==> src/hdl/mqpd_pkg.sv <==
`timescale 1ns / 1ps
// ----------------------------------------------------------------------------
// mqpd_pkg
// Shared types and constants for the MQTT publish deframer.
// ----------------------------------------------------------------------------
package mqpd_pkg;

    // widths of the stream and of the length bookkeeping
    localparam int BYTE_W   = 8;
    localparam int COUNT_W  = 28;
    localparam int GROUP_W  = 2;
    localparam int TOPIC_W  = 16;

    // most length bytes allowed in the remaining length field
    localparam int LEN_BYTES = 4;

    // remaining length field coding and reset value of the accepted header
    localparam logic [BYTE_W-1:0] GROUP_MASK   = 8'h7F;
    localparam logic [BYTE_W-1:0] HEADER_RESET = 8'h30;

    // result kinds
    localparam logic [1:0] KIND_TOPIC   = 2'd0;
    localparam logic [1:0] KIND_PAYLOAD = 2'd1;
    localparam logic [1:0] KIND_ERROR   = 2'd2;

    // error codes
    localparam logic [1:0] ERR_NONE      = 2'd0;
    localparam logic [1:0] ERR_LEN_LONG  = 2'd1;
    localparam logic [1:0] ERR_TOPIC_LEN = 2'd2;

    // parse phase
    typedef enum logic [2:0] {
        PH_HEADER  = 3'd0,
        PH_LEN     = 3'd1,
        PH_SKIP    = 3'd2,
        PH_THI     = 3'd3,
        PH_TLO     = 3'd4,
        PH_TOPIC   = 3'd5,
        PH_PAYLOAD = 3'd6
    } phase_t;

    // one result item
    typedef struct packed {
        logic              valid;
        logic [BYTE_W-1:0] data;
        logic [1:0]        kind;
        logic [1:0]        err;
        logic              last;
    } result_t;

endpackage

==> src/hdl/mqpd_parser.sv <==
`timescale 1ns / 1ps
// ----------------------------------------------------------------------------
// mqpd_parser
// Packet state machine: takes one stream byte per accepted item, updates the
// parse state and gives at most one result item in the same cycle.
// ----------------------------------------------------------------------------
module mqpd_parser
    import mqpd_pkg::*;
(
    input  logic              clk,
    input  logic              rst_n,
    input  logic              cfg_wr_en,
    input  logic [BYTE_W-1:0] cfg_wr_data,
    input  logic              accept,
    input  logic [BYTE_W-1:0] data_byte,
    output result_t           result
);

    phase_t              phase_reg, phase_next;
    logic [COUNT_W-1:0]  remaining_reg, remaining_next;
    logic [GROUP_W-1:0]  group_reg, group_next;
    logic [TOPIC_W-1:0]  topic_reg, topic_next;
    logic                deliver_reg, deliver_next;
    logic [BYTE_W-1:0]   header_reg;

    logic [COUNT_W-1:0]  group_add;
    logic [COUNT_W-1:0]  rem_sum;
    logic [COUNT_W-1:0]  rem_dec;
    logic [TOPIC_W-1:0]  topic_full;
    logic [GROUP_W:0]    group_inc;

    // accepted header register
    always_ff @(posedge clk or negedge rst_n)
    begin
        if (!rst_n)
        begin
            header_reg <= HEADER_RESET;
        end
        else if (cfg_wr_en)
        begin
            header_reg <= cfg_wr_data;
        end
    end

    // state registers
    always_ff @(posedge clk or negedge rst_n)
    begin
        if (!rst_n)
        begin
            phase_reg     <= PH_HEADER;
            remaining_reg <= '0;
            group_reg     <= '0;
            topic_reg     <= '0;
            deliver_reg   <= 1'b0;
        end
        else if (accept)
        begin
            phase_reg     <= phase_next;
            remaining_reg <= remaining_next;
            group_reg     <= group_next;
            topic_reg     <= topic_next;
            deliver_reg   <= deliver_next;
        end
    end

    // 7-bit length group placed at its weight
    always_comb
    begin
        case (group_reg)
            2'd0:    group_add = {{(COUNT_W-7){1'b0}}, data_byte[6:0]};
            2'd1:    group_add = {{(COUNT_W-14){1'b0}}, data_byte[6:0], 7'd0};
            2'd2:    group_add = {{(COUNT_W-21){1'b0}}, data_byte[6:0], 14'd0};
            default: group_add = {data_byte[6:0], 21'd0};
        endcase
    end

    assign rem_sum    = remaining_reg + group_add;
    assign rem_dec    = remaining_reg - COUNT_W'(1);
    assign topic_full = {topic_reg[TOPIC_W-1:BYTE_W], data_byte};
    assign group_inc  = {1'b0, group_reg} + (GROUP_W+1)'(1);

    // next state and result
    always_comb
    begin
        phase_next     = phase_reg;
        remaining_next = remaining_reg;
        group_next     = group_reg;
        topic_next     = topic_reg;
        deliver_next   = deliver_reg;
        result         = '0;

        case (phase_reg)
            PH_LEN:
            begin
                remaining_next = rem_sum;
                if (data_byte[BYTE_W-1])
                begin
                    if (group_inc >= (GROUP_W+1)'(LEN_BYTES))
                    begin
                        phase_next   = PH_HEADER;
                        result.valid = 1'b1;
                        result.kind  = KIND_ERROR;
                        result.err   = ERR_LEN_LONG;
                    end
                    else
                    begin
                        group_next = group_inc[GROUP_W-1:0];
                    end
                end
                else if (rem_sum == '0)
                begin
                    phase_next = PH_HEADER;
                end
                else
                begin
                    phase_next = deliver_reg ? PH_THI : PH_SKIP;
                end
            end

            PH_SKIP:
            begin
                remaining_next = rem_dec;
                if (rem_dec == '0)
                begin
                    phase_next = PH_HEADER;
                end
            end

            PH_THI:
            begin
                topic_next     = {data_byte, {BYTE_W{1'b0}}};
                remaining_next = rem_dec;
                if (rem_dec == '0)
                begin
                    phase_next   = PH_HEADER;
                    result.valid = 1'b1;
                    result.kind  = KIND_ERROR;
                    result.err   = ERR_TOPIC_LEN;
                end
                else
                begin
                    phase_next = PH_TLO;
                end
            end

            PH_TLO:
            begin
                topic_next     = topic_full;
                remaining_next = rem_dec;
                if ({{(COUNT_W-TOPIC_W){1'b0}}, topic_full} > rem_dec)
                begin
                    phase_next   = (rem_dec == '0) ? PH_HEADER : PH_SKIP;
                    result.valid = 1'b1;
                    result.kind  = KIND_ERROR;
                    result.err   = ERR_TOPIC_LEN;
                end
                else if (rem_dec == '0)
                begin
                    phase_next = PH_HEADER;
                end
                else
                begin
                    phase_next = (topic_full == '0) ? PH_PAYLOAD : PH_TOPIC;
                end
            end

            PH_TOPIC:
            begin
                topic_next     = topic_reg - TOPIC_W'(1);
                remaining_next = rem_dec;
                result.valid   = 1'b1;
                result.data    = data_byte;
                result.kind    = KIND_TOPIC;
                if (rem_dec == '0)
                begin
                    phase_next  = PH_HEADER;
                    result.last = 1'b1;
                end
                else if (topic_next == '0)
                begin
                    phase_next = PH_PAYLOAD;
                end
            end

            PH_PAYLOAD:
            begin
                remaining_next = rem_dec;
                result.valid   = 1'b1;
                result.data    = data_byte;
                result.kind    = KIND_PAYLOAD;
                if (rem_dec == '0)
                begin
                    phase_next  = PH_HEADER;
                    result.last = 1'b1;
                end
            end

            // header byte, also any unused phase code
            default:
            begin
                deliver_next   = (data_byte == header_reg);
                remaining_next = '0;
                group_next     = '0;
                topic_next     = '0;
                phase_next     = PH_LEN;
            end
        endcase
    end

endmodule

==> src/hdl/mqtt_publish_deframer.sv <==
`timescale 1ns / 1ps
// ----------------------------------------------------------------------------
// mqtt_publish_deframer
// Byte-serial deframer that delivers topic and payload bytes of MQTT
// packets whose first header byte matches a programmable value.
// ----------------------------------------------------------------------------
// Usage:
//   Input channel: one stream byte per item on data_byte, taken when
//   in_valid is high and in_stall is low. Output channel: one result item
//   (data_out, kind, error_code, last) taken when out_valid is high and
//   out_stall is low. Header, length and topic length bytes give no item;
//   topic and payload bytes give one each; faults give an error item.
//   Each result is registered in the output register, or in the skid
//   register while the receiver stalls. Throughput: one byte per cycle
//   while in_stall is low, set by the single parse state machine.
//   cfg_wr_en / cfg_wr_data write the accepted header byte; write only
//   while the block is idle.
//   Reset: parse state returns to expecting a header byte, the accepted
//   header returns to 0x30 and both result registers are emptied.
//   Receiver stall: the output register holds its item, one more result
//   goes into a skid register, and in_stall rises only once that skid
//   register is full, so no result is lost or repeated.
// ----------------------------------------------------------------------------
module mqtt_publish_deframer
    import mqpd_pkg::*;
(
    input  logic              clk,
    input  logic              rst_n,
    input  logic              cfg_wr_en,
    input  logic [BYTE_W-1:0] cfg_wr_data,
    input  logic              in_valid,
    output logic              in_stall,
    input  logic [BYTE_W-1:0] data_byte,
    output logic              out_valid,
    input  logic              out_stall,
    output logic [BYTE_W-1:0] data_out,
    output logic [1:0]        kind,
    output logic [1:0]        error_code,
    output logic              last
);

    result_t result;
    result_t out_reg;
    result_t skid_reg;
    logic    accept;
    logic    out_free;

    assign in_stall = skid_reg.valid;
    assign accept   = in_valid && !skid_reg.valid;
    assign out_free = !out_reg.valid || !out_stall;

    // per-byte parse logic
    mqpd_parser u_parser (
        .clk         (clk),
        .rst_n       (rst_n),
        .cfg_wr_en   (cfg_wr_en),
        .cfg_wr_data (cfg_wr_data),
        .accept      (accept),
        .data_byte   (data_byte),
        .result      (result)
    );

    // output register with skid stage
    always_ff @(posedge clk or negedge rst_n)
    begin
        if (!rst_n)
        begin
            out_reg  <= '0;
            skid_reg <= '0;
        end
        else if (out_free)
        begin
            if (skid_reg.valid)
            begin
                out_reg        <= skid_reg;
                skid_reg.valid <= 1'b0;
            end
            else if (accept && result.valid)
            begin
                out_reg <= result;
            end
            else
            begin
                out_reg.valid <= 1'b0;
            end
        end
        else if (accept && result.valid)
        begin
            skid_reg <= result;
        end
    end

    assign out_valid  = out_reg.valid;
    assign data_out   = out_reg.data;
    assign kind       = out_reg.kind;
    assign error_code = out_reg.err;
    assign last       = out_reg.last;

endmodule

==> config.mk <==
export PLATFORM = sky130hd
export DESIGN_NAME = mqtt_publish_deframer
export DESIGN_NICKNAME = d
export VERILOG_FILES = /design/src/hdl/mqpd_pkg.sv /design/src/hdl/mqpd_parser.sv /design/src/hdl/mqtt_publish_deframer.sv
export SDC_FILE = /design/constraint.sdc
export NUM_CORES = 1
export LEC_CHECK = 0
export BUFFER_PORTS_ARGS = -buffer_cell sky130_fd_sc_hd__buf_2
export CAP_MARGIN = 5
export CELL_PAD_IN_SITES_DETAIL_PLACEMENT = 1
export CELL_PAD_IN_SITES_GLOBAL_PLACEMENT = 2
export CORE_MARGIN = 2
export CORE_UTILIZATION = 42
export DETAILED_ROUTE_END_ITERATION = 8
export GPL_TIMING_DRIVEN = 0
export PLACE_DENSITY = 0.91
export SYNTH_ARGS = -nofsm -noshare
export SYNTH_HDL_FRONTEND = slang
export SYNTH_HIERARCHICAL = 1
export SYNTH_SLANG_ARGS = --single-unit
==> constraint.sdc <==
create_clock -name clk -period 7.5 [get_ports clk]
set_input_delay 0.375 -clock clk [delete_from_list [all_inputs] [get_ports clk]]
set_output_delay 0.375 -clock clk [all_outputs]
set_load 0.1 [all_outputs]
==> metrics.md, run 1 <==
| Metric | Value |
|---|---|
| Port Buffers | 33 |
| RSZ-0062 raised after global routing | no |
| Post-Syn Nets | 945 |
| Chip width | 138 µm |
| Worst EP required | 7.72 ns |
| Yosys reg bits | 86 |
| First drt pass iteration count | 5 |
| Post-Syn Area per Cell | 8.64 µm² |
| Slew Viols, Final | 0 |
| Nets@finish | 991 |
| Die ar. | 19000 µm² |
| CTS tree | yes |
| Seq/Total Area, Yosys | 28.6% |
| Final ANT Viol Nets | 0 |
| Peak supply drop | 0.211 mV |
| Critical path launch point type | flop |
| Max reg flops | 28 |
| Asr flop ratio synth | 100% |
| Die height | 138 µm |
| R2r worst-path depth | 13 |
| CP arrival | 5.69 ns |
| Initial core utilization | 43.2% |
| Global-route wire length before repair | 39.9 mm |
| Largest net degree at the start of global routing | 64 |
| # IOs | 36 |
| WHS | 0.259 ns |
| Total GRT Usage | 27.3% |
| Clk_skew | 0.00852 ns |
| Synth Area in Adders | 8.74% |
| Biggest area consumer among synthesized cells | dfrtp_1 |
| H-tree level count | 3 |
| GPL Wtd Cong | 0.929 |
| Final setup fails | 0 |
| Final min period | 5.47 ns |
| Most common cell in the netlist | dfrtp_1 |
| Clock Tree Buf Depth | 2 |
| Yosys warns | 6 |
| DRC Markers | 0 |
| Fmax | 0.183 GHz |
| CP Class | flop to flop |
| CTS root buf | clkbuf_16 |
| Outcome | complete, no violations |
| Main flop type after synthesis | dfrtp_1 |
| Most frequent cells after synthesis | 84 x dfrtp_1, 71 x nand2_1, 63 x o21ai_0 |
| Core area | 17400 µm² |
| # resized after CTS | 0 |
| Share of the synthesized area in the top cell type | 27.9% |
| Max-Cap Viols | 0 |
| Initial DRC Count | 436 |
| Synth Area in Compound Gates | 20.7% |
| Post-Syn Area | 7530 µm² |
| Layout area overhead | 10.6% |
| Worst hold-check path type | input port to flop |
| Largest family of logic cells by synthesized area | simple AND/OR/NAND/NOR gates |
| Hold Path Depth | 2 |
| GR Overflow Total | 0 |
| Clk_lat worst skew | 0.34 ns |
| Largest cells by area after synthesis | dfrtp_1 28%, ha_1 8.5%, mux2_2 5.7% |
| Post-synthesis simple-gate area fraction | 24.1% |
| TritonCTS Sinks | 86 |
| Cells after Synth | 872 |
| Initial antenna violation count | 2 |
| Post-synth EDFFs | 0 |
| DP Wirelength | 18.6 mm |
| Setup_tns | 0 ns |
| Crit Path Max Fanout | 10 |
| Worst-path clk slew | 0.07 ns |
| Vias in the first global route | 7161 |
| Cell Pwr Density | 379 nW/µm² |
| Post-synthesis mux area share | 7.68% |
| Share of layout cells above drive strength 1 | 14.2% |
| Vias | 7125 |
| Hold Vio Cnt, Final | 0 |
| Worst-Margin Slew | 0.994 ns |
| Max-slew headroom | 33.4% |
| Post-Synth XOR/XNOR Area | 6.38% |
| Post-DR wirelength/cell | 21.7 µm |
| Synth cell types | 84 |
| Num CTS Buffers | 9 |
| Num rows | 48 |
| DR vias/cell | 6.20 |
| Leak | 3.58 nW |
| Fin crit share | 72.9% |
| Routed wire length | 24.9 mm |
| Crit end category | flop |
[through the flow]
stage | setup slack, ns | util (%) | instances | power [mW] | area [µm²]
3_5_place_dp | 2.12 | 46.0 | 1131 | 2.66 | 8010
5_1_grt | 1.65 | 47.8 | 1149 | 3.39 | 8330
6_report | 2.03 | 47.8 | 1149 | 3.16 | 8330
4_1_cts | 2.09 | 47.8 | 1148 | 3.14 | 8320
3_3_place_gp | 2.22 | 45.8 | 1130 | 2.61 | 7980
2_1_floorplan | 3.14 | - | 872 | 2.14 | 7530
[cells in the final DEF, fill, tap and decap left out, types with 8 or more instances in the layout]
master     count
a21oi_1       53
clkbuf_1      37
inv_1         23
and2_1        40
mux2_4        10
nor4_1        10
o221ai_1       8
nor3_1        18
nand2_1       71
o211ai_1       8
o21a_1         8
nor2_1        61
clkbuf_16      9
dfrtp_1       84
ha_1          51
nor2b_1       11
xnor2_1       30
nand4_1       21
nand3_1       26
o21ai_0       63
buf_2         32
or3_1         11
mux2_2        38
xor2_1        23
a21o_1        10
a22o_1        10
[area by class of cell]
type                    instances  area (µm²)
plain buffers                  43         195
well taps                     225         282
fillers                      2109        9090
diodes                          1        2.50
flip-flops and latches         86        2150
clock buffers                   9         225
repair buffers                 35         205
inverters                      24        90.1
clock inverters                 7        77.6
multi-input cells             719        5090
[metal layers]
layer	share of wire, %	GRT usage (%)	vias up	wire (µm)
met4	1.3	5.84	0	323
met5	0	0	-	0
met3	4.4	4.39	28	1090
met2	46	44.0	173	11400
met1	49	38.7	3592	12100
li1	-	-	3332	-
[path summary, 6_finish.rpt]
kind,to,slack (ns),startpoint
max,u_parser/phase_reg[1]$_DFFE_PN0P_,2.03,u_parser/group_reg[0]$_DFFE_PN0P_
min,u_parser/header_reg[0]$_DFFE_PN0P_,0.26,cfg_wr_data[0]
max reg2reg,u_parser/phase_reg[1]$_DFFE_PN0P_,2.03,u_parser/group_reg[0]$_DFFE_PN0P_
min reg2reg,last$_DFFE_PN0P_,0.50,last$_DFFE_PN0P_
max in group asynchronous,u_parser/header_reg[5]$_DFFE_PN1P_,6.30,rst_n
min in group asynchronous,u_parser/remaining_reg[22]$_DFFE_PN0P_,0.51,rst_n
[what timing repair did]
action                                 4_1_cts  5_1_grt
endpoints found under the hold margin       23        0
hold buffers                                 1        0
buffers inserted                             0        0
[logic make-up (layout without fill, tap and decap cells)]
family	after synthesis	in the layout
xor gates and xnor gates	54	54
muxes	48	48
other	0	1
DFF	86	86
and+or+nand+nor	330	330
AOI/OAI and AO/OA	235	235
buffers and inverters	67	118
adders and majority gates	52	52
[critical path: stages, from the launching register on]
cell	delay [ns]
dfrtp_1	0.44
ha_1	0.25
clkbuf_1	0.25
nor2b_1	0.63
and2_1	0.22
ha_1	0.29
a2111oi_0	0.43
o21ai_0	0.31
a221oi_1	0.83
o21bai_1	0.31
o311ai_0	0.68
nand4_1	0.17
and4bb_2	0.42
o211ai_1	0.12
[power by group]
part | internal (mW) | total [mW] | switching (mW)
logic | 0.677 | 1.90 | 1.22
clock network | 0.263 | 0.468 | 0.205
registers | 0.601 | 0.792 | 0.191
No activity file was read; power rests on OpenSTA's default activity.
==> inputs of run 2 (changes only) <==
--- a/config.mk
+++ b/config.mk
@@ -10,10 +10,10 @@
 export CELL_PAD_IN_SITES_DETAIL_PLACEMENT = 1
 export CELL_PAD_IN_SITES_GLOBAL_PLACEMENT = 2
 export CORE_MARGIN = 2
-export CORE_UTILIZATION = 42
+export CORE_UTILIZATION = 39
 export DETAILED_ROUTE_END_ITERATION = 8
 export GPL_TIMING_DRIVEN = 0
-export PLACE_DENSITY = 0.91
+export PLACE_DENSITY = 0.86
 export SYNTH_ARGS = -nofsm -noshare
 export SYNTH_HDL_FRONTEND = slang
 export SYNTH_HIERARCHICAL = 1
==> constraint.sdc (replaced) <==
create_clock -name clk -period 5.3 [get_ports clk]
set_input_delay 0.265 -clock clk [delete_from_list [all_inputs] [get_ports clk]]
set_output_delay 0.265 -clock clk [all_outputs]
set_load 0.1 [all_outputs]
==> run 2 against run 1 <==
Fmax increased by 8.5%. Cell count grew 2.8%. Worst setup slack lost 1.8 ns. Die area grew 7.5%. Global-route usage fell by 1.3 points. Sequential share of layout area shrank 0.24 points. Worst hold slack worse by 0.12 ns. Clock power grew 48%. Clock-buffer cell count unchanged. Largest cell class unchanged. Design area increased by 0.93%. Critical endpoint is now data_out[5]$_DFFE_PN0P_. Via count is 0.87% lower.
==> metrics.md, run 2 (synthesized netlist as in run 1, its figures left out) <==
| Metric | Value |
|---|---|
| Hold Path Sink | u_parser/header_reg[6]$_DFFE_PN0P_ (was u_parser/header_reg[0]$_DFFE_PN0P_) |
| Max reg flops | 28 (unchanged) |
| Critical path launch point type | flop (unchanged) |
| Setup_tns | 0 ns (unchanged) |
| Largest stage delay on the critical path | 0.50 ns (was 0.83 ns) |
| Post-DR wirelength/cell | 21.5 µm (was 21.7 µm) |
| Placed cells | 1166 (was 1131) |
| Crit end category | flop (unchanged) |
| H-tree level count | 3 (unchanged) |
| Worst-Margin Slew | 0.988 ns (was 0.994 ns) |
| # IOs | 36 (unchanged) |
| GR Overflow Total | 0 (unchanged) |
| DRC Markers | 0 (unchanged) |
| WHS | 0.144 ns (was 0.259 ns) |
| Critical path's top delay family | simple AND/OR/NAND/NOR gates (was compound AO/OA/AOI/OAI gates) |
| DR vias/cell | 5.98 (was 6.20) |
| Hold Path Depth | 2 (unchanged) |
| First drt pass iteration count | 5 (unchanged) |
| Antenna cells | 0 (was 1) |
| R2r worst-path depth | 19 (was 13) |
| Total GRT Usage | 26.0% (was 27.3%) |
| Port Buffers | 33 (unchanged) |
| Core area | 18800 µm² (was 17400 µm²) |
| Worst hold-check path type | input port to flop (unchanged) |
| CP max-delay cell | dfrtp_1 (was a221oi_1) |
| Final instance area | 8400 µm² (was 8330 µm²) |
| Final setup fails | 0 (unchanged) |
| Clock Tree Buf Depth | 2 (unchanged) |
| Cell Pwr Density | 537 nW/µm² (was 379 nW/µm²) |
| Max-slew headroom | 34.1% (was 33.4%) |
| TritonCTS Sinks | 86 (unchanged) |
| Most frequent cells in the layout | 84 x dfrtp_1, 71 x nand2_1, 63 x o21ai_0 (unchanged) |
| Routed wire length | 25.4 mm (was 24.9 mm) |
| Die height | 143 µm (was 138 µm) |
| Initial antenna violation count | 0 (was 2) |
| Vias in the first global route | 7348 (was 7161) |
| Max-Cap Viols | 0 (unchanged) |
| R2r setup slk | 0.26 ns (was 2.03 ns) |
| Chip width | 143 µm (was 138 µm) |
| Outcome | complete, no violations (unchanged) |
| CTS root buf | clkbuf_16 (unchanged) |
| Worst EP required | 5.54 ns (was 7.72 ns) |
| Clk_lat worst skew | 0.35 ns (was 0.34 ns) |
| Die ar. | 20400 µm² (was 19000 µm²) |
| Final ANT Viol Nets | 0 (unchanged) |
| Share of layout cells above drive strength 1 | 14.7% (was 14.2%) |
| Crit Path Max Fanout | 10 (unchanged) |
| Fin crit share | 95.1% (was 72.9%) |
| Initial core utilization | 40.0% (was 43.2%) |
| Slew Viols, Final | 0 (unchanged) |
| CTS tree | yes (unchanged) |
| Num CTS Buffers | 9 (unchanged) |
| Hold Vio Cnt, Final | 0 (unchanged) |
| Worst-path clk slew | 0.07 ns (about the same) |
| Fmax | 0.198 GHz (was 0.183 GHz) |
| Leak | 3.58 nW (about the same) |
| DP Wirelength | 19.1 mm (was 18.6 mm) |
| Num rows | 50 (was 48) |
| Final Util | 44.6% (was 47.8%) |
| Initial DRC Count | 386 (was 436) |
| Crit path buffers/inverters | 2 (was 1) |
| RSZ-0062 raised after global routing | no (unchanged) |
| Layout area overhead | 11.6% (was 10.6%) |
| Peak supply drop | 0.267 mV (was 0.211 mV) |
| R2r startpoint | u_parser/remaining_reg[1]$_DFFE_PN0P_ (was u_parser/group_reg[0]$_DFFE_PN0P_) |
| Post-Layout Cell Count | 1181 (was 1149) |
| Largest net degree at the start of global routing | 65 (was 64) |
| Vias | 7063 (was 7125) |
| CP arrival | 5.28 ns (was 5.69 ns) |
| Nets@finish | 989 (was 991) |
| GPL Wtd Cong | 0.921 (was 0.929) |
| Clk_skew | 0.00891 ns (was 0.00852 ns) |
| Final min period | 5.04 ns (was 5.47 ns) |
| # fillers | 2244 (was 2109) |
| CP Class | flop to flop (unchanged) |
| Global-route wire length before repair | 41.1 mm (was 39.9 mm) |
| Post-CTS setup buffer count | 0 (unchanged) |
| CP Cell Sequence | inv_1, ha_2, nor2b_1, nand2_1, or4_1, xor2_1, ha_1, a21o_1, a211oi_1, o21ai_0, a31o_2, nand4_1, nor2_1, a211o_1, or2_1, a21oi_2, a21oi_4, buf_6, mux2_2 (was ha_1, clkbuf_1, nor2b_1, and2_1, ha_1, a2111oi_0, o21ai_0, a221oi_1, o21bai_1, o311ai_0, nand4_1, and4bb_2, o211ai_1) |
| Worst R2R End | data_out[5]$_DFFE_PN0P_ (was u_parser/phase_reg[1]$_DFFE_PN0P_) |
| Commonest non-fill, non-tap cell in the layout | dfrtp_1 (unchanged) |
| Placed Area | 8060 µm² (was 8010 µm²) |
| HP Start | cfg_wr_data[6] (was cfg_wr_data[0]) |
==> run 2: changes by cell type in the layout (fill, tap and decap cells not counted), moves of 2 or more <==
| cell | before | now |
|---|---|---|
| inv_6 | 4 | 1 |
| inv_8 | 0 | 3 |
| clkbuf_1 | 37 | 35 |
| ha_1 | 51 | 49 |
| ha_2 | 0 | 2 |
==> run 2: how the worst max path moves through the flow <==
stage,startpoint,to,slack (ns),depth (start not counted)
after global routing,u_parser/remaining_reg[1]$_DFFE_PN0P_,data_out[5]$_DFFE_PN0P_,0.06,20
after detailed placement,u_parser/group_reg[0]$_DFFE_PN0P_,u_parser/phase_reg[1]$_DFFE_PN0P_,-0.02,13
final,u_parser/remaining_reg[1]$_DFFE_PN0P_,data_out[5]$_DFFE_PN0P_,0.26,19
after floorplan,u_parser/remaining_reg[0]$_DFFE_PN0P_,data_out[1]$_DFFE_PN0P_,0.94,20
after CTS,u_parser/group_reg[0]$_DFFE_PN0P_,u_parser/phase_reg[1]$_DFFE_PN0P_,0.04,15
after global placement,u_parser/group_reg[0]$_DFFE_PN0P_,u_parser/phase_reg[1]$_DFFE_PN0P_,0.07,13
==> run 2: cell type report <==
cell class / instances / area, µm² / area share (%)
multi-input combinational: 719 / 5130 / 61.0
sequential: 86 / 2150 / 25.6
tap: 260 / 325 / 3.87
clock buffer: 9 / 225 / 2.68
timing repair buffer: 35 / 205 / 2.44
buffer: 41 / 188 / 2.23
inverter: 24 / 90.1 / 1.07
clock inverter: 7 / 87.6 / 1.04
==> run 2: where the power goes <==
| group | internal, mW | total, mW | switching, mW |
|---|---|---|---|
| registers | 0.850 | 1.13 | 0.276 |
| logic | 0.965 | 2.69 | 1.73 |
| clock network | 0.378 | 0.691 | 0.313 |
| total | 2.19 | 4.51 | 2.32 |
==> run 2: repair_timing <==
item,in CTS,in global routing
pin swaps,0,0
setup endpoints to repair,1,28
gates cloned,0,0
gates resized for setup,1,5
endpoints found under the hold margin,22,0
hold buffers,1,0
==> run 2: stage by stage <==
stage / setup WS, ns / total power, mW
floorplan: 0.941 / 3.03
global placement: 0.0720 / 3.71
detailed placement: -0.0238 / 3.78
CTS: 0.0434 / 4.49
global route: 0.0564 / 4.85
finish: 0.259 / 4.51
==> run 2: per-layer routing <==
metal  GRT usage (%)  wire [µm]  vias to the layer above
met4            4.85        346                        0
met2            41.8      11600                      147
met1            37.4      12400                     3560
met3            3.62       1010                       22
li1                -          -                     3334
met5               0          0                        -
==> inputs of run 3 (changes only) <==
--- a/config.mk
+++ b/config.mk
@@ -5,15 +5,16 @@
 export SDC_FILE = /design/constraint.sdc
 export NUM_CORES = 1
 export LEC_CHECK = 0
+export ABC_AREA = 1
 export BUFFER_PORTS_ARGS = -buffer_cell sky130_fd_sc_hd__buf_2
 export CAP_MARGIN = 5
 export CELL_PAD_IN_SITES_DETAIL_PLACEMENT = 1
 export CELL_PAD_IN_SITES_GLOBAL_PLACEMENT = 2
 export CORE_MARGIN = 2
-export CORE_UTILIZATION = 39
+export CORE_UTILIZATION = 35
 export DETAILED_ROUTE_END_ITERATION = 8
 export GPL_TIMING_DRIVEN = 0
-export PLACE_DENSITY = 0.86
+export PLACE_DENSITY = 0.88
 export SYNTH_ARGS = -nofsm -noshare
 export SYNTH_HDL_FRONTEND = slang
 export SYNTH_HIERARCHICAL = 1
==> run 3 against run 2 <==
Fmax increased by 16%. Register-to-register slack improved by 0.70 ns. Highest routed layer unchanged. Synthesized cell count increased by 63%. Combinational power increased by 57%. Via count increased by 33%. Global-route usage decreased by 0.40 points. Die area increased by 28%. Synthesized area increased by 15%. Clock skew increased by 0.010 ns. Largest cell class unchanged.
==> metrics.md, run 3 <==
| Metric | Value |
|---|---|
| Most common cell in the netlist | nand2_1 (was dfrtp_1) |
| Post-Syn Area | 8690 µm² (was 7530 µm²) |
| Largest net degree at the start of global routing | 65 (unchanged) |
| First drt pass iteration count | 5 (unchanged) |
| Port Buffers | 35 (was 33) |
| Crit path buffers/inverters | 4 (was 2) |
| Largest cells by area after synthesis | dfrtp_1 24%, nand2_1 22%, inv_1 9.5% (was dfrtp_1 28%, ha_1 8.5%, mux2_2 5.7%) |
| CTS tree | yes (unchanged) |
| Largest stage delay on the critical path | 0.42 ns (was 0.50 ns) |
| CTS root buf | clkbuf_16 (unchanged) |
| Core area | 24300 µm² (was 18800 µm²) |
| WHS | 0.120 ns (was 0.144 ns) |
| Antenna cells | 0 (unchanged) |
| DP Wirelength | 26.8 mm (was 19.1 mm) |
| # IOs | 36 (unchanged) |
| Layout area overhead | 10.6% (was 11.6%) |
| Max reg flops | 28 (unchanged) |
| Biggest area consumer among synthesized cells | dfrtp_1 (unchanged) |
| Die ar. | 26100 µm² (was 20400 µm²) |
| Setup_tns | 0 ns (unchanged) |
| Global-route wire length before repair | 51.8 mm (was 41.1 mm) |
| Die height | 162 µm (was 143 µm) |
| CP Class | flop to flop (unchanged) |
| TritonCTS Sinks | 86 (unchanged) |
| Fmax | 0.230 GHz (was 0.198 GHz) |
| Routed wire length | 32.7 mm (was 25.4 mm) |
| Clock power share | 10.8% (was 15.3%) |
| Synth cell types | 47 (was 84) |
| Cells after Synth | 1422 (was 872) |
| CP arrival | 4.64 ns (was 5.28 ns) |
| DR vias/cell | 5.21 (was 5.98) |
| Max-Cap Viols | 0 (unchanged) |
| Fin crit share | 82.0% (was 95.1%) |
| Initial DRC Count | 644 (was 386) |
| GR Overflow Total | 0 (unchanged) |
| Share of the synthesized area in the top cell type | 24.2% (was 27.9%) |
| Crit end category | flop (unchanged) |
| Slew Viols, Final | 0 (unchanged) |
| CP Cell Sequence | inv_1, ha_1, inv_1, nor2_4, nand2_1, xor2_1, inv_1, ha_1, nand2_1, nor2_1, nand4_1, nor3_1, a21oi_1, nand3_1, nand4_1, a21oi_2, buf_4, o21bai_1, nand2_1 (was inv_1, ha_2, nor2b_1, nand2_1, or4_1, xor2_1, ha_1, a21o_1, a211oi_1, o21ai_0, a31o_2, nand4_1, nor2_1, a211o_1, or2_1, a21oi_2, a21oi_4, buf_6, mux2_2) |
| Asr flop ratio synth | 100% (unchanged) |
| Worst R2R End | data_out[4]$_DFFE_PN0P_ (was data_out[5]$_DFFE_PN0P_) |
| Hold Path Sink | u_parser/header_reg[3]$_DFFE_PN0P_ (was u_parser/header_reg[6]$_DFFE_PN0P_) |
| Clock Tree Buf Depth | 2 (unchanged) |
| Post-synth EDFFs | 0 (unchanged) |
| Max-slew headroom | 52.0% (was 34.1%) |
| R2r worst-path depth | 19 (unchanged) |
| Final min period | 4.34 ns (was 5.04 ns) |
| Final ANT Viol Nets | 0 (unchanged) |
| CP max-delay cell | dfrtp_1 (unchanged) |
| HP Start | cfg_wr_data[3] (was cfg_wr_data[6]) |
| Total GRT Usage | 25.6% (was 26.0%) |
| H-tree level count | 3 (unchanged) |
| Crit Path Max Fanout | 10 (unchanged) |
| Most frequent cells in the layout | 512 x nand2_1, 219 x inv_1, 136 x nor2_1 (was 84 x dfrtp_1, 71 x nand2_1, 63 x o21ai_0) |
| Clk_skew | 0.0189 ns (was 0.00891 ns) |
| Leak | 5.18 nW (was 3.58 nW) |
| Num rows | 57 (was 50) |
| R2r setup slk | 0.96 ns (was 0.26 ns) |
| Post-Syn Area per Cell | 6.11 µm² (was 8.64 µm²) |
| Initial core utilization | 35.7% (was 40.0%) |
| Hold Vio Cnt, Final | 0 (unchanged) |
| DRC Markers | 0 (unchanged) |
| Most frequent cells after synthesis | 512 x nand2_1, 219 x inv_1, 136 x nor2_1 (was 84 x dfrtp_1, 71 x nand2_1, 63 x o21ai_0) |
| R2r startpoint | u_parser/remaining_reg[0]$_DFFE_PN0P_ (was u_parser/remaining_reg[1]$_DFFE_PN0P_) |
| Chip width | 162 µm (was 143 µm) |
| Vias in the first global route | 9483 (was 7348) |
| GPL Wtd Cong | 0.924 (was 0.921) |
| Hold Path Depth | 3 (was 2) |
| Critical path launch point type | flop (unchanged) |
| Cell Pwr Density | 636 nW/µm² (was 537 nW/µm²) |
| Worst EP required | 5.59 ns (was 5.54 ns) |
| Final setup fails | 0 (unchanged) |
| Commonest non-fill, non-tap cell in the layout | nand2_1 (was dfrtp_1) |
| Outcome | complete, no violations (unchanged) |
| Initial antenna violation count | 0 (unchanged) |
| Worst hold-check path type | input port to flop (unchanged) |
| Critical path's top delay family | simple AND/OR/NAND/NOR gates (unchanged) |
| Share of layout cells above drive strength 1 | 8.75% (was 14.7%) |
| Post-DR wirelength/cell | 18.2 µm (was 21.5 µm) |
| Vias | 9364 (was 7063) |
| Placed Area | 9300 µm² (was 8060 µm²) |
| RSZ-0062 raised after global routing | no (unchanged) |
| Internal power | 2.45 mW (was 2.19 mW) |
| Worst-path clk slew | 0.08 ns (was 0.07 ns) |
| Main flop type after synthesis | dfrtp_1 (unchanged) |
| Sw Share | 59.9% (was 51.4%) |
| Worst-Margin Slew | 0.717 ns (was 0.988 ns) |
| Comb pwr share | 69.0% (was 59.7%) |
| Peak supply drop | 0.305 mV (was 0.267 mV) |
| Sw Pwr | 3.66 mW (was 2.32 mW) |
| Num CTS Buffers | 9 (unchanged) |
| Yosys reg bits | 86 (unchanged) |
| Post-Syn Nets | 1495 (was 945) |
| Final instance area | 9610 µm² (was 8400 µm²) |
| Clk_lat worst skew | 0.35 ns (about the same) |
| Yosys warns | 6 (unchanged) |
| Nets@finish | 1543 (was 989) |
| Seq pwr share | 20.2% (was 25.0%) |
| Seq/Total Area, Yosys | 24.8% (was 28.6%) |
[run 3: cell count changes in the layout (fill, tap and decap cells not counted), sizes merged, moves of 20 or more]
cell / delta
and2: -38
xnor2: -25
nand3: +75
nand2: +454
o21ai: -31
a21oi: -20
mux2: -43
inv: +197
nor2: +105
clkbuf: -21
[run 3: routing by layer]
metal / share of wire, % / GRT usage (%) / vias up
met5: 0 / 0 / -
met4: 2.2 / 6.90 / 0
met3: 5.2 / 3.95 / 37
met2: 45 / 40.9 / 217
met1: 48 / 35.9 / 4520
li1: - / - / 4590
[run 3: worst max path at each step]
stage / cells past startpoint / endpoint / startpoint / slack [ns]
finish: 19 / data_out[4]$_DFFE_PN0P_ / u_parser/remaining_reg[0]$_DFFE_PN0P_ / 0.96
global route: 19 / data_out[4]$_DFFE_PN0P_ / u_parser/remaining_reg[0]$_DFFE_PN0P_ / 0.68
CTS: 19 / data_out[4]$_DFFE_PN0P_ / u_parser/remaining_reg[0]$_DFFE_PN0P_ / 1.0
detailed placement: 19 / data_out[4]$_DFFE_PN0P_ / u_parser/remaining_reg[0]$_DFFE_PN0P_ / 1.03
global placement: 19 / data_out[4]$_DFFE_PN0P_ / u_parser/remaining_reg[0]$_DFFE_PN0P_ / 1.11
floorplan: 18 / out_valid$_DFFE_PN0P_ / u_parser/remaining_reg[0]$_DFFE_PN0P_ / 2.20
[run 3: cell type report]
type,instances,area [µm²]
Clock buffer,9,225
Sequential cell,86,2150
Fill cell,3298,14700
Tap cell,324,405
Buffer,26,138
Timing Repair Buffer,37,215
Inverter,224,845
Multi-Input combinational cell,1086,5550
Clock inverter,7,75.1
[run 3: metrics by stage]
stage | std cells | power [mW] | utilization (%) | setup WS [ns]
6_report | 1799 | 6.11 | 39.5 | 0.956
5_1_grt | 1799 | 6.65 | 39.5 | 0.679
4_1_cts | 1799 | 6.07 | 39.5 | 0.997
3_5_place_dp | 1782 | 5.38 | 38.2 | 1.03
3_3_place_gp | 1781 | 5.27 | 38.1 | 1.11
2_1_floorplan | 1422 | 4.16 | - | 2.20
[run 3: worst min-delay path, stage by stage]
cell     delay [ns]
buf_2          0.07
nand2_1        0.04
o21ai_0        0.06
[run 3: power by group through the flow]
| stage | clock (mW) | sequential [mW] | combinational, mW |
|---|---|---|---|
| after floorplan | 0 | 1.41 | 2.75 |
| after global placement | 0 | 1.22 | 4.05 |
| after detailed placement | 0 | 1.23 | 4.14 |
| after CTS | 0.674 | 1.22 | 4.18 |
| after global routing | 0.701 | 1.27 | 4.68 |
| final | 0.658 | 1.23 | 4.22 |
[run 3: logic make-up (layout without fill, tap and decap cells)]
family	after synthesis	after routing	synth area share [%]
compound gates	126	126	8.54
xor+xnor	31	31	3.38
fa+ha+maj	52	52	7.57
buf+inv	250	303	11.3
flops	86	86	24.8
mux	5	5	0.648
simple gates	872	872	43.8
[run 3: timing repair]
action	4_1_cts	5_1_grt
setup buffers	0	0
hold buffers	1	0
resized for setup	0	0
hold endpoints to repair	22	0
